**config.mk**
```make
export PLATFORM = sky130hd
export DESIGN_NAME = ggbi_ctrl
export DESIGN_NICKNAME = d
export VERILOG_FILES = /design/src/ggbi_pkg.sv /design/src/ggbi_ctrl.sv
export SDC_FILE = /design/constraint.sdc
export NUM_CORES = 1
export LEC_CHECK = 0
export BUFFER_PORTS_ARGS = -buffer_cell sky130_fd_sc_hd__buf_4
export CORE_MARGIN = 3
export CORE_UTILIZATION = 54
export CTS_BUF_LIST = sky130_fd_sc_hd__clkbuf_4 sky130_fd_sc_hd__clkbuf_8 sky130_fd_sc_hd__clkbuf_16
export DETAILED_ROUTE_END_ITERATION = 10
export PLACE_DENSITY = 0.83
export SLEW_MARGIN = 20
export SYNTH_ARGS = -nofsm -noshare
export SYNTH_HDL_FRONTEND = slang
export SYNTH_SLANG_ARGS = --single-unit
```
**constraint.sdc**
```tcl
create_clock -name clk -period 2.8 [get_ports clk]
set_clock_uncertainty 0.1 [all_clocks]
set_input_delay 0.84 -clock clk [delete_from_list [all_inputs] [get_ports clk]]
set_output_delay 0.84 -clock clk [all_outputs]
set_load 0.02 [all_outputs]
```
**src/ggbi_pkg.sv**
```systemverilog
// Shared types, widths and codes for the geoid grid bilinear interpolator.
// No dependencies; every other file refers to this package by scoped names.
`default_nettype none

package ggbi_pkg;

    localparam int AREAS_DEF           = 4;
    localparam int AREA_WORDS_LOG2_DEF = 18;

    localparam int COORD_W   = 32;             // Q9.22 coordinates
    localparam int STEP_W    = 31;             // Q9.22 grid spacing
    localparam int COL_W     = 12;             // column and row counts
    localparam int WADDR_W   = 18;             // word_address port width
    localparam int WORD_W    = 32;             // grid word, Q24.8 mm
    localparam int FRAC_W    = 16;             // cell fraction, Q0.16
    localparam int DQ_W      = 32;             // point minus origin
    localparam int QUOT_W    = DQ_W + FRAC_W;  // quotient with fraction bits
    localparam int DIV_STEPS = QUOT_W;         // one quotient bit per step
    localparam int STEP_CNT_W = $clog2(DIV_STEPS);
    localparam int DPROD_W   = COL_W + 1 + STEP_W + 1;  // bound product
    localparam int MUL_A_W   = 49;             // widest difference operand
    localparam int MUL_B_W   = FRAC_W + 1;     // fraction, zero extended
    localparam int PROD_W    = MUL_A_W + MUL_B_W;
    localparam int UV_W      = 49;
    localparam int ROUND_SH  = 2 * FRAC_W + 8; // 2^40 per millimetre
    localparam int PADDR_W   = 3;
    localparam int CNT_W     = 3;

    localparam logic signed [COORD_W-1:0] ONE_DEGREE = 32'sh0040_0000;
    localparam logic signed [31:0]        FAIL_MM    = -32'sd999000;
    localparam logic [PADDR_W-1:0]        ADDR_AREA_COUNT = 3'd0;

    typedef enum logic [1:0] {
        OP_WORD  = 2'd0,
        OP_DESC  = 2'd1,
        OP_QUERY = 2'd2,
        OP_NONE  = 2'd3
    } opcode_t;

    // Result kinds double as the status code on the port.
    typedef enum logic [1:0] {
        RES_OK    = 2'd0,
        RES_OUT   = 2'd1,
        RES_RANGE = 2'd2,
        RES_LOAD  = 2'd3
    } res_t;

    typedef enum logic [1:0] {
        MUL_NONE,
        MUL_UX,
        MUL_VX,
        MUL_WY
    } mul_t;

    typedef enum logic [1:0] {
        ACC_NONE,
        ACC_U,
        ACC_V,
        ACC_W
    } acc_t;

    typedef enum logic [3:0] {
        S_IDLE,
        S_DESC,
        S_LOAD,
        S_SEARCH,
        S_DIV,
        S_BASE,
        S_ADDR,
        S_CHK,
        S_READ,
        S_MU,
        S_MV,
        S_MW,
        S_MY,
        S_W,
        S_FIN
    } state_t;

    typedef struct packed {
        logic       latch;
        logic       desc_mul;
        logic       load_wr;
        logic       div_init;
        logic       div_step;
        logic       base_mul;
        logic       addr_calc;
        logic       rd_en;
        logic [1:0] rd_sel;
        logic       cap_en;
        logic [1:0] cap_idx;
        mul_t       mul_op;
        acc_t       acc_op;
        logic       emit;
        res_t       res;
    } cmd_t;

    typedef struct packed {
        logic search_end;
        logic hit;
        logic range_bad;
    } stat_t;

endpackage

`default_nettype wire

```
**src/ggbi_ctrl.sv**
```systemverilog
// Controller state machine: sequences loads, area search, division, corner reads and blend.
// Depends on ggbi_pkg; drives ggbi_dp through cmd_t and reads stat_t back.
`default_nettype none

module ggbi_ctrl #(
    parameter int AREAS = ggbi_pkg::AREAS_DEF,
    parameter int CW    = $clog2(AREAS + 1)
) (
    input  wire logic            clk,
    input  wire logic            rst_n,
    input  wire logic            start,
    input  wire logic [1:0]      opcode,
    input  wire ggbi_pkg::stat_t stat,
    output ggbi_pkg::cmd_t       cmd,
    output logic [CW-1:0]        area_idx,
    output logic                 busy
);

    ggbi_pkg::state_t                  state_reg, state_next;
    logic [CW-1:0]                     idx_reg, idx_next;
    logic [ggbi_pkg::STEP_CNT_W-1:0]   step_reg, step_next;
    logic                              accept;

    assign accept = start && (state_reg == ggbi_pkg::S_IDLE);

    always_comb
    begin
        state_next = state_reg;
        idx_next   = idx_reg;
        step_next  = step_reg;
        unique case (state_reg)
            ggbi_pkg::S_IDLE:
            begin
                if (accept)
                begin
                    idx_next = '0;
                    priority case (ggbi_pkg::opcode_t'(opcode))
                        ggbi_pkg::OP_QUERY: state_next = ggbi_pkg::S_SEARCH;
                        ggbi_pkg::OP_DESC:  state_next = ggbi_pkg::S_DESC;
                        default:            state_next = ggbi_pkg::S_LOAD;
                    endcase
                end
            end
            ggbi_pkg::S_DESC: state_next = ggbi_pkg::S_LOAD;
            ggbi_pkg::S_LOAD: state_next = ggbi_pkg::S_IDLE;
            ggbi_pkg::S_SEARCH:
            begin
                if (stat.search_end)
                    state_next = ggbi_pkg::S_IDLE;
                else if (stat.hit)
                begin
                    state_next = ggbi_pkg::S_DIV;
                    step_next  = '0;
                end
                else
                    idx_next = idx_reg + CW'(1);
            end
            ggbi_pkg::S_DIV:
            begin
                step_next = step_reg + ggbi_pkg::STEP_CNT_W'(1);
                if (step_reg == ggbi_pkg::STEP_CNT_W'(ggbi_pkg::DIV_STEPS - 1))
                    state_next = ggbi_pkg::S_BASE;
            end
            ggbi_pkg::S_BASE: state_next = ggbi_pkg::S_ADDR;
            ggbi_pkg::S_ADDR: state_next = ggbi_pkg::S_CHK;
            ggbi_pkg::S_CHK:
            begin
                step_next = '0;
                state_next = stat.range_bad ? ggbi_pkg::S_IDLE : ggbi_pkg::S_READ;
            end
            ggbi_pkg::S_READ:
            begin
                step_next = step_reg + ggbi_pkg::STEP_CNT_W'(1);
                if (step_reg == ggbi_pkg::STEP_CNT_W'(4))
                    state_next = ggbi_pkg::S_MU;
            end
            ggbi_pkg::S_MU: state_next = ggbi_pkg::S_MV;
            ggbi_pkg::S_MV: state_next = ggbi_pkg::S_MW;
            ggbi_pkg::S_MW: state_next = ggbi_pkg::S_MY;
            ggbi_pkg::S_MY: state_next = ggbi_pkg::S_W;
            ggbi_pkg::S_W:  state_next = ggbi_pkg::S_FIN;
            ggbi_pkg::S_FIN: state_next = ggbi_pkg::S_IDLE;
            default: state_next = ggbi_pkg::S_IDLE;
        endcase
    end

    always_comb
    begin
        cmd        = '0;
        cmd.mul_op = ggbi_pkg::MUL_NONE;
        cmd.acc_op = ggbi_pkg::ACC_NONE;
        cmd.res    = ggbi_pkg::RES_LOAD;
        unique case (state_reg)
            ggbi_pkg::S_IDLE: cmd.latch = accept;
            ggbi_pkg::S_DESC: cmd.desc_mul = 1'b1;
            ggbi_pkg::S_LOAD:
            begin
                cmd.load_wr = 1'b1;
                cmd.emit    = 1'b1;
                cmd.res     = ggbi_pkg::RES_LOAD;
            end
            ggbi_pkg::S_SEARCH:
            begin
                cmd.div_init = 1'b1;
                cmd.emit     = stat.search_end;
                cmd.res      = ggbi_pkg::RES_OUT;
            end
            ggbi_pkg::S_DIV:  cmd.div_step  = 1'b1;
            ggbi_pkg::S_BASE: cmd.base_mul  = 1'b1;
            ggbi_pkg::S_ADDR: cmd.addr_calc = 1'b1;
            ggbi_pkg::S_CHK:
            begin
                cmd.emit = stat.range_bad;
                cmd.res  = ggbi_pkg::RES_RANGE;
            end
            ggbi_pkg::S_READ:
            begin
                // issue four reads, capture each on the step after its read
                cmd.rd_en   = step_reg < ggbi_pkg::STEP_CNT_W'(4);
                cmd.rd_sel  = step_reg[1:0];
                cmd.cap_en  = step_reg != '0;
                cmd.cap_idx = 2'(step_reg - ggbi_pkg::STEP_CNT_W'(1));
            end
            ggbi_pkg::S_MU: cmd.mul_op = ggbi_pkg::MUL_UX;
            ggbi_pkg::S_MV:
            begin
                cmd.mul_op = ggbi_pkg::MUL_VX;
                cmd.acc_op = ggbi_pkg::ACC_U;
            end
            ggbi_pkg::S_MW: cmd.acc_op = ggbi_pkg::ACC_V;
            ggbi_pkg::S_MY: cmd.mul_op = ggbi_pkg::MUL_WY;
            ggbi_pkg::S_W:  cmd.acc_op = ggbi_pkg::ACC_W;
            ggbi_pkg::S_FIN:
            begin
                cmd.emit = 1'b1;
                cmd.res  = ggbi_pkg::RES_OK;
            end
            default: ;
        endcase
    end

    always_ff @(posedge clk or negedge rst_n)
    begin
        if (!rst_n)
        begin
            state_reg <= ggbi_pkg::S_IDLE;
            idx_reg   <= '0;
            step_reg  <= '0;
        end
        else
        begin
            state_reg <= state_next;
            idx_reg   <= idx_next;
            step_reg  <= step_next;
        end
    end

    assign area_idx = idx_reg;
    assign busy     = state_reg != ggbi_pkg::S_IDLE;

    a_emit_ends: assert property (@(posedge clk) disable iff (!rst_n)
        cmd.emit |=> state_reg == ggbi_pkg::S_IDLE)
        else $error("emit not followed by idle");

    a_accept_busy: assert property (@(posedge clk) disable iff (!rst_n)
        accept |=> busy)
        else $error("accepted transaction did not raise busy");

    a_div_bound: assert property (@(posedge clk) disable iff (!rst_n)
        state_reg == ggbi_pkg::S_DIV |-> step_reg < ggbi_pkg::STEP_CNT_W'(ggbi_pkg::DIV_STEPS))
        else $error("divider step count overrun");

    a_idx_held: assert property (@(posedge clk) disable iff (!rst_n)
        (state_reg == ggbi_pkg::S_DIV || state_reg == ggbi_pkg::S_READ) |=> $stable(idx_reg))
        else $error("area index moved during query");

endmodule

`default_nettype wire

```
# --- Word-level counts from Yosys, hierarchy flattened ---
# Cells that the tools add are included.
totals:
  romBits: 0
  reg_bits: 13
  input_bits: 8
  latch_bits: 0
  output_inout_bits: 24
  wordCells: 68
  ram_bits: 0
  memories: 0
op_classes:
  n_div: 0
  n_mul: 0
  n_bitwise: 0
  shifts: 0
  eq_ne: 25
  mux: 26
  magnitude_cmp: 1
  n_reduce_logical: 10
  n_addsub: 3
op_table:
  columns: ["cell", "n"]
  rows:
  - ["$pmux 4 s13", 1]
  - ["$eq 4x4->1 const B", 7]
  - ["$mux 4", 6]
  - ["$mux 6", 3]
  - ["$pmux 6 s3", 1]
  - ["$eq 4x3->1 const B", 4]
  - ["$ne 2x2->1 const B", 6]
  - ["$pmux 2 s3", 2]
  - ["$pmux 3 s4", 1]
  - ["$mux 3", 3]
  - ["$eq 4x2->1 const B", 2]
  - ["$reduce_and 4->1", 2]
  - ["$mux 1", 7]
  - ["$add 6x1->6 const B", 1]
  - ["$eq 6x3->1 const B", 1]
  - ["$eq 6x6->1 const B", 1]
  - ["$lt 6x3->1 const B", 1]
  - ["$pmux 3 s2", 1]
  - ["$reduce_bool 6->1", 1]
  - ["$eq 4x1->1 const B", 1]
  - ["$logic_not 4->1", 1]
  - ["$pmux 2 s2", 1]
  - ["$reduce_bool 4->1", 1]
  - ["$add 3x1->3 const B", 1]
  - ["other kinds (9)", 9]

# --- Logic depth before layout (Yosys ltp) ---
# Gate-level depths: netlist (run 1).
depth:
  ltp_word: 4
  depth_mapped: 6
  depth_no_buf: 6

# --- Worst setup path after synthesis (run 1) ---
# No wires, ideal clock.
synth_path:
  path_type: "flip-flop to output port"
  from: "reg state_reg[0]"
  to: "out cmd[2] in the netlist's numbering"
  stages_incl_launch_ff: 7
  path_buffers: 2
  arrival_time_ns: 1.304
  slack_ns: 0.556
  path_cell_list: "dfrtp_1 > buf_2 > buf_1 > nor2b_1 > nand2_1 > nand3b_1 > o211a_1"
synth_lines:
  columns: ["element", "line_no", "text"]
  rows:
  - ["start: declaration", "ggbi_ctrl.sv:19", "ggbi_pkg::state_t state_reg, state_next;"]
  - ["start signal: assignment", "ggbi_ctrl.sv:146", "state_reg <= ggbi_pkg::S_IDLE;"]
  - ["start signal: assignment", "ggbi_ctrl.sv:152", "state_reg <= state_next;"]
  - ["end: declaration", "ggbi_ctrl.sv:14", "output ggbi_pkg::cmd_t cmd,"]

==> summary.md, run 1 <==
| Metric | Value |
|---|---|
| Netlist Area Pre-Place | 0.00105 sq mm |
| Post-synth top area cell | dfrtp_1 |
| CTS H-Tree Depth | 1 |
| Hold Path Class | in2async |
| Vias per cell | 5.68 |
| Pre-Repair DR Iteration Count | 4 |
| DR WL/cell | 12.9 microns |
| Initial antenna violation count | 0 |
| Post-CTS setup buffers | 0 |
| Crit-path slowest cell | dfrtp_1 |
| Core box area | 0.00178 sq mm |
| Fmax | 395 MHz |
| DPL Wire Length | 1810 microns |
| RSZ-0062 raised after global routing | no |
| Max_cap viols | 0 |
| Area share of the largest cell type after synthesis | 31.1% |
| Worst Setup End Kind | output pin |
| Hold-fix buffers, CTS | 0 |
| Ports | 32 |
| Worst Setup Start Kind | register |
| Most Crowded Layer GR | met2 |
| Final slew viol count | 0 |
| Number of non-filler instances in the completed layout | 185 |
| Worst Tran Pin Value | 0.545 ns |
| Post-route minimum period | 2.53 ns |
| R2R setup slack | 0.88 ns |
| Gr usage total | 21.1% |
| Pre-CTS setup slack | 0.380 ns |
| Synth cell types | 42 |
| Final worst slack | 0.266 ns |
| DRC violations left | 0 |
| CTS tree | yes |
| Final setup viols | 0 |
| Die ar. | 0.00250 sq mm |
| Longest Clk Path Bufs | 2 |
| Clk sinks | 13 |
| Vias in the first global route | 965 |
| Synth Instances | 129 |
| GR met2 Demand/Resource | 34.8% |
| Final nets | 173 |
| CTS buffer count | 3 |
| Yosys warnings | 0 |
| Synth area leaders | dfrtp_1 31%, ha_1 4.8%, nor2_1 4.7% |
| Final Hold Fails | 0 |
| Final wirelength | 2390 microns |
| Ant diodes | 0 |
| Max FFs per register | 6 |
| Die Width | 50.0 microns |
| Port bufs | 31 |
| Antenna-violating nets left | 0 |
| Synth Register Bits | 13 |
| Multi-input combinational cell area | 649 sq um |
| Initial DRC count | 27 |
| Remaining Overflow, GRT | 0 |
| Pwr per Cell Area | 1110 mW/mm^2 |
| Latest clock arrival within the worst-skew pair | 0.28 ns |
| Peak supply drop | 0.768 mV |
| Most frequent cells in the layout | 35 x buf_4, 13 x nor2_1, 13 x dfrtp_1 |
| Post-CTS resize count | 0 |
| # rows | 15 |
| Share of layout cells above drive strength 1 | 28.1% |
| Synthesized area per cell | 8.11 sq um |
| Initial Util | 58.7% |
| Area growth syn-to-layout | 27.0% |
| Met1 usage | 25.2% |
| Sequential fraction of the synthesis area | 31.1% |
| First-pass GRT wire length | 4080 microns |
| Worst-path clk slew | 0.08 ns |
| Routability congestion estimate | 0.818 |
| Met3 usage | 7.25% |
| Worst path cell trace | nor2_1 -> nand3b_1 -> and3b_1 -> buf_4 |
| FF/Latch Area | 325 sq um |
| Critical-path maximum fanout | 9 |
| Most common cell after layout, fill and taps aside | buf_4 |
| Outcome | finished clean |
| Crit path required time | 1.86 ns |
| Placed cell count | 181 |
| Crit path DAT | 1.59 ns |
| Largest net degree at the start of global routing | 19 |
| Tot Pwr | 1.47 mW |
| DR vias | 1051 |
| Die Span Y | 50.0 microns |
| Crit path largest cell delay | 0.38 ns |
| Total of fill cells in the finished design | 137 |
| Final period util | 90.5% |
| Mapped Nets | 141 |
| Fin Setup TNS | 0 ns |
| Clock root buffer | clkbuf_4 |
| Slew margin rel. | 63.5% |
| Kind of critical path | reg2out |
| Worst hold slack | 0.288 ns |
| Total leakage power | 0.668 nW |
-- worst paths after layout --
| kind | start | to | depth (start not counted) |
|---|---|---|---|
| max | state_reg[1]$_DFFE_PN0P_ | cmd[12] | 4 |
| min | rst_n | state_reg[0]$_DFFE_PN0P_ | 1 |
| max reg2reg | state_reg[3]$_DFFE_PN0P_ | area_idx[2]$_DFFE_PN0P_ | 5 |
| min reg2reg | area_idx[0]$_DFFE_PN0P_ | area_idx[0]$_DFFE_PN0P_ | 1 |
| max in group asynchronous | rst_n | step_reg[1]$_DFFE_PN0P_ | 1 |
| min in group clk | area_idx[0]$_DFFE_PN0P_ | area_idx[0]$_DFFE_PN0P_ | 1 |
-- power by group --
part	leakage [nW]	internal, mW	switching (mW)
Clock	0.0184	0.0650	0.0607
Combinational	0.479	0.425	0.577
Sequential	0.171	0.264	0.0804
Total	0.668	0.754	0.718
-- metal layers --
| layer | vias to the layer above | share of wire [%] |
|---|---|---|
| met3 | 4 | 6.8 |
| met1 | 485 | 43 |
| met5 | - | 0 |
| met2 | 37 | 49 |
| met4 | 0 | 1.2 |
| li1 | 525 | - |
-- area by class of cell --
cell class	count	area share [%]
Inverter	8	2.26
Tap cell	25	2.35
Sequential cell	13	24.5
Clock buffer	4	2.26
Timing Repair Buffer	35	19.8
Multi-Input combinational cell	100	48.9
-- cell usage after synthesis (all sizes together) --
master   n
o31ai    3
and3b    1
nand2   11
and2     2
nor2b    3
a31oi    4
mux2     1
mux2i    1
xor2     2
o211a    2
o211ai   3
nor3b    2
o21ai    8
a22o     1
nor4bb   1
dfrtp   13
nand2b   6
nor2    13
clkbuf   3
xnor2    2
o311ai   1
o21bai   2
buf      5
a211o    1
and3     5
ha       4
nand4    1
and4b    1
or4      1
a21o     1
nor3     3
a21oi    4
or2      1
o221a    1
nand3    5
inv      8
nand3b   3
-- cells by family (layout without fill, tap and decap cells) --
family	after synthesis	after routing	share of synthesized area, %
XOR/XNOR	4	4	3.35
adder cells (fa/ha/maj)	4	4	4.78
AO/OA/AOI/OAI	31	31	20.1
multiplexers	2	2	2.03
AND/OR/NAND/NOR	59	59	31.8
flip-flops	13	13	31.1
buffers and inverters	16	47	6.82
-- per-stage QoR --
stage,util (%),cell area (sq um)
finish,74.5,1330
detailed placement,72.8,1300
CTS,74.5,1330
global route,74.5,1330
global placement,72.8,1300
floorplan,-,1050
-- critical path: cells and delay by family, from the launching register on --
| family | cells | cell delay [ns] |
|---|---|---|
| and+or+nand+nor | 3 | 0.80 |
| DFF | 1 | 0.38 |
| buffers and inverters | 1 | 0.13 |
(Power assumes the default switching activity.)
==> inputs of run 2 (changes only) <==
ABC_AREA = 1   (was unset)
PLACE_DENSITY = 0.84   (was 0.83)
==> run 2 against run 1 <==
- sequential cell count unchanged
- combinational power down 18%
- non-clock buffer count fell by 4
- via count increased by 7.2%
- largest power group unchanged
==> summary.md, run 2 <==
| Metric | Value |
|---|---|
| Outcome | finished clean (unchanged) |
| Netlist Area Pre-Place | 0.00100 sq mm (was 0.00105 sq mm) |
| Yosys warnings | 0 (unchanged) |
| Most frequent cells in the layout | 61 x nand2_1, 31 x buf_4, 24 x inv_1 (was 35 x buf_4, 13 x nor2_1, 13 x dfrtp_1) |
| Crit path DAT | 1.67 ns (was 1.59 ns) |
| Die ar. | 0.00241 sq mm (was 0.00250 sq mm) |
| Post-CTS resize count | 0 (unchanged) |
| Final period util | 93.0% (was 90.5%) |
| Most frequent cell after synthesis | nand2_1 |
| Sequential fraction of the synthesis area | 32.4% (was 31.1%) |
| Initial antenna violation count | 0 (unchanged) |
| Clock root buffer | clkbuf_4 (unchanged) |
| Hold Path Class | in2async (unchanged) |
| Die Span Y | 49.1 microns (was 50.0 microns) |
| Total of fill cells in the finished design | 121 (was 137) |
| Worst Tran Pin Value | 0.358 ns (was 0.545 ns) |
| Final nets | 208 (was 173) |
| Port bufs | 31 (unchanged) |
| Die Width | 49.1 microns (was 50.0 microns) |
| Fmax | 384 MHz (was 395 MHz) |
| Internal power | 0.594 mW (was 0.754 mW) |
| CTS H-Tree Depth | 1 (unchanged) |
| Longest Clk Path Bufs | 2 (unchanged) |
| Synth Register Bits | 13 (unchanged) |
| DR WL/cell | 12.4 microns (was 12.9 microns) |
| CTS tree | yes (unchanged) |
| Cell area after layout | 0.00129 sq mm (was 0.00133 sq mm) |
| Post-synth ARST share | 100% (unchanged) |
| Latest clock arrival within the worst-skew pair | 0.29 ns (was 0.28 ns) |
| Post-synth top area cell | dfrtp_1 (unchanged) |
| Final wirelength | 2710 microns (was 2390 microns) |
| Post-route minimum period | 2.61 ns (was 2.53 ns) |
| Largest net degree at the start of global routing | 14 (was 19) |
| Area share of the largest cell type after synthesis | 32.4% (was 31.1%) |
| Max FFs per register | 6 (unchanged) |
| Initial Util | 61.7% (was 58.7%) |
| Most frequent cells after synthesis | 61 x nand2_1, 24 x inv_1, 21 x nor2_1 (was 13 x dfrtp_1, 13 x nor2_1, 11 x nand2_1) |
| Pwr per Cell Area | 991 mW/mm^2 (was 1110 mW/mm^2) |
| Total leakage power | 0.811 nW (was 0.668 nW) |
| Crit-path slowest cell | dfrtp_1 (unchanged) |
| Crit path largest cell delay | 0.41 ns (was 0.38 ns) |
| Dpl cell area | 0.00127 sq mm (was 0.00130 sq mm) |
| Clk sinks | 13 (unchanged) |
| Fin Setup TNS | 0 ns (unchanged) |
| Synth Instances | 160 (was 129) |
| Sw Share | 53.7% (was 48.8%) |
| Worst hold slack | 0.278 ns (was 0.288 ns) |
| Remaining Overflow, GRT | 0 (unchanged) |
| Worst Setup Start Kind | register (unchanged) |
| Hold-fix buffers, CTS | 0 (unchanged) |
| Initial DRC count | 26 (was 27) |
| Antenna-violating nets left | 0 (unchanged) |
| DPL Wire Length | 2190 microns (was 1810 microns) |
| Vias per cell | 5.15 (was 5.68) |
| Slew margin rel. | 76.0% (was 63.5%) |
| Ant diodes | 0 (unchanged) |
| Vias in the first global route | 1093 (was 965) |
| Worst path cell trace | inv_1 -> nand2_1 -> nor2_1 -> inv_1 -> nor4_1 -> buf_4 (was nor2_1 -> nand3b_1 -> and3b_1 -> buf_4) |
| DRC violations left | 0 (unchanged) |
| Worst Setup End Kind | output pin (unchanged) |
| Clk pwr share | 9.4% (was 8.5%) |
| Final slew viol count | 0 (unchanged) |
| Core box area | 0.00163 sq mm (was 0.00178 sq mm) |
| Gr usage total | 24.9% (was 21.1%) |
| Comb pwr share | 63.8% (was 68.1%) |
| First-pass GRT wire length | 4670 microns (was 4080 microns) |
| Peak supply drop | 0.626 mV (was 0.768 mV) |
| Pre-Repair DR Iteration Count | 4 (unchanged) |
| Share of layout cells above drive strength 1 | 24.1% (was 28.1%) |
| Final Hold Fails | 0 (unchanged) |
| Ports | 32 (unchanged) |
| Post-CTS setup buffers | 0 (unchanged) |
| Most common cell after layout, fill and taps aside | nand2_1 (was buf_4) |
| Final setup viols | 0 (unchanged) |
| # rows | 14 (was 15) |
| RSZ-0062 raised after global routing | no (unchanged) |
| Synth cell types | 20 (was 42) |
| Flop pwr share | 26.8% (was 23.4%) |
| DR vias | 1127 (was 1051) |
| Kind of critical path | reg2out (unchanged) |
| Reported net switching power | 0.689 mW (was 0.718 mW) |
| Critical-path maximum fanout | 5 (was 9) |
| Synth area leaders | dfrtp_1 32%, nand2_1 23%, inv_1 9.0% (was dfrtp_1 31%, ha_1 4.8%, nor2_1 4.7%) |
| Number of enable flip-flop cells after synthesis | 0 (unchanged) |
| Worst path most repeated cell | inv_1 |
| Crit path required time | 1.86 ns (about the same) |
| CTS buffer count | 3 (unchanged) |
| Synth Flop Type | dfrtp_1 (unchanged) |
| Max_cap viols | 0 (unchanged) |
| Synthesized area per cell | 6.28 sq um (was 8.11 sq um) |
| Mapped Nets | 172 (was 141) |
| R2R setup slack | 1.15 ns (was 0.88 ns) |
| Routability congestion estimate | 0.901 (was 0.818) |
| Area growth syn-to-layout | 28.9% (was 27.0%) |
| Worst-path clk slew | 0.09 ns (was 0.08 ns) |
run 2: changes by cell type in the layout (fill, tap and decap cells not counted), sizes merged, moves of 4 or more:
| cell | delta |
|---|---|
| nand2 | +54 |
| inv | +18 |
| nor2 | +10 |
| nand2b | -6 |
| and3 | -5 |
| a31oi | -4 |
| buf | -4 |
run 2: final timing paths:
check,startpoint,end,cells after the start
min in group clk,area_idx[1]$_DFFE_PN0P_,area_idx[1]$_DFFE_PN0P_,2
min reg2reg,area_idx[1]$_DFFE_PN0P_,area_idx[1]$_DFFE_PN0P_,2
max in group asynchronous,rst_n,state_reg[2]$_DFFE_PN0P_,1
min,rst_n,step_reg[2]$_DFFE_PN0P_,1
max reg2reg,step_reg[0]$_DFFE_PN0P_,state_reg[2]$_DFFE_PN0P_,9
max,state_reg[1]$_DFFE_PN0P_,cmd[12],6
run 2: kinds of logic after synthesis:
| group | synth area share, % |
|---|---|
| AOI/OAI and AO/OA | 9.21 |
| adders and majority gates | 4.98 |
| xor gates and xnor gates | 1.74 |
| buffers and inverters | 9.71 |
| DFF | 32.4 |
| and+or+nand+nor | 42.0 |
run 2: critical path: cells and delay by family (launching register included):
kind | cells | cell delay (ns)
AND/OR/NAND/NOR | 3 | 0.52
buffers and inverters | 3 | 0.45
flip-flops | 1 | 0.41
run 2: per-layer routing:
| metal | vias up | wire, microns | GRT usage [%] |
|---|---|---|---|
| met4 | 0 | 55 | 9.48 |
| met5 | - | 0 | 0 |
| li1 | 567 | - | - |
| met2 | 38 | 1340 | 42.4 |
| met3 | 8 | 144 | 6.73 |
| met1 | 514 | 1160 | 29.6 |
run 2: layout make-up:
class                           count  area [sq um]  share of cell area, %
Timing Repair Buffer               31           233                   18.0
Multi-Input combinational cell    121           582                   44.9
Sequential cell                    13           325                   25.1
Inverter                           26          97.6                   7.54
Tap cell                           24          30.0                   2.32
Clock inverter                      1          5.00                  0.386
Clock buffer                        3          22.5                   1.74
run 2: per-stage QoR:
stage / cells / util, % / setup WS, ns / power (mW)
2_1_floorplan: 160 / - / 0.377 / 0.887
3_3_place_gp: 215 / 77.8 / 0.553 / 1.13
3_5_place_dp: 215 / 77.8 / 0.544 / 1.15
4_1_cts: 219 / 79.5 / 0.206 / 1.28
5_1_grt: 219 / 79.5 / 0.0595 / 1.40
6_report: 219 / 79.5 / 0.195 / 1.28
run 2: power groups by stage:
stage	Clock (mW)	Combinational [mW]	Sequential [mW]
final	0.120	0.819	0.344
after global routing	0.134	0.913	0.353
after CTS	0.121	0.817	0.340
after detailed placement	0	0.811	0.343
after global placement	0	0.789	0.339
after floorplan	0	0.553	0.334
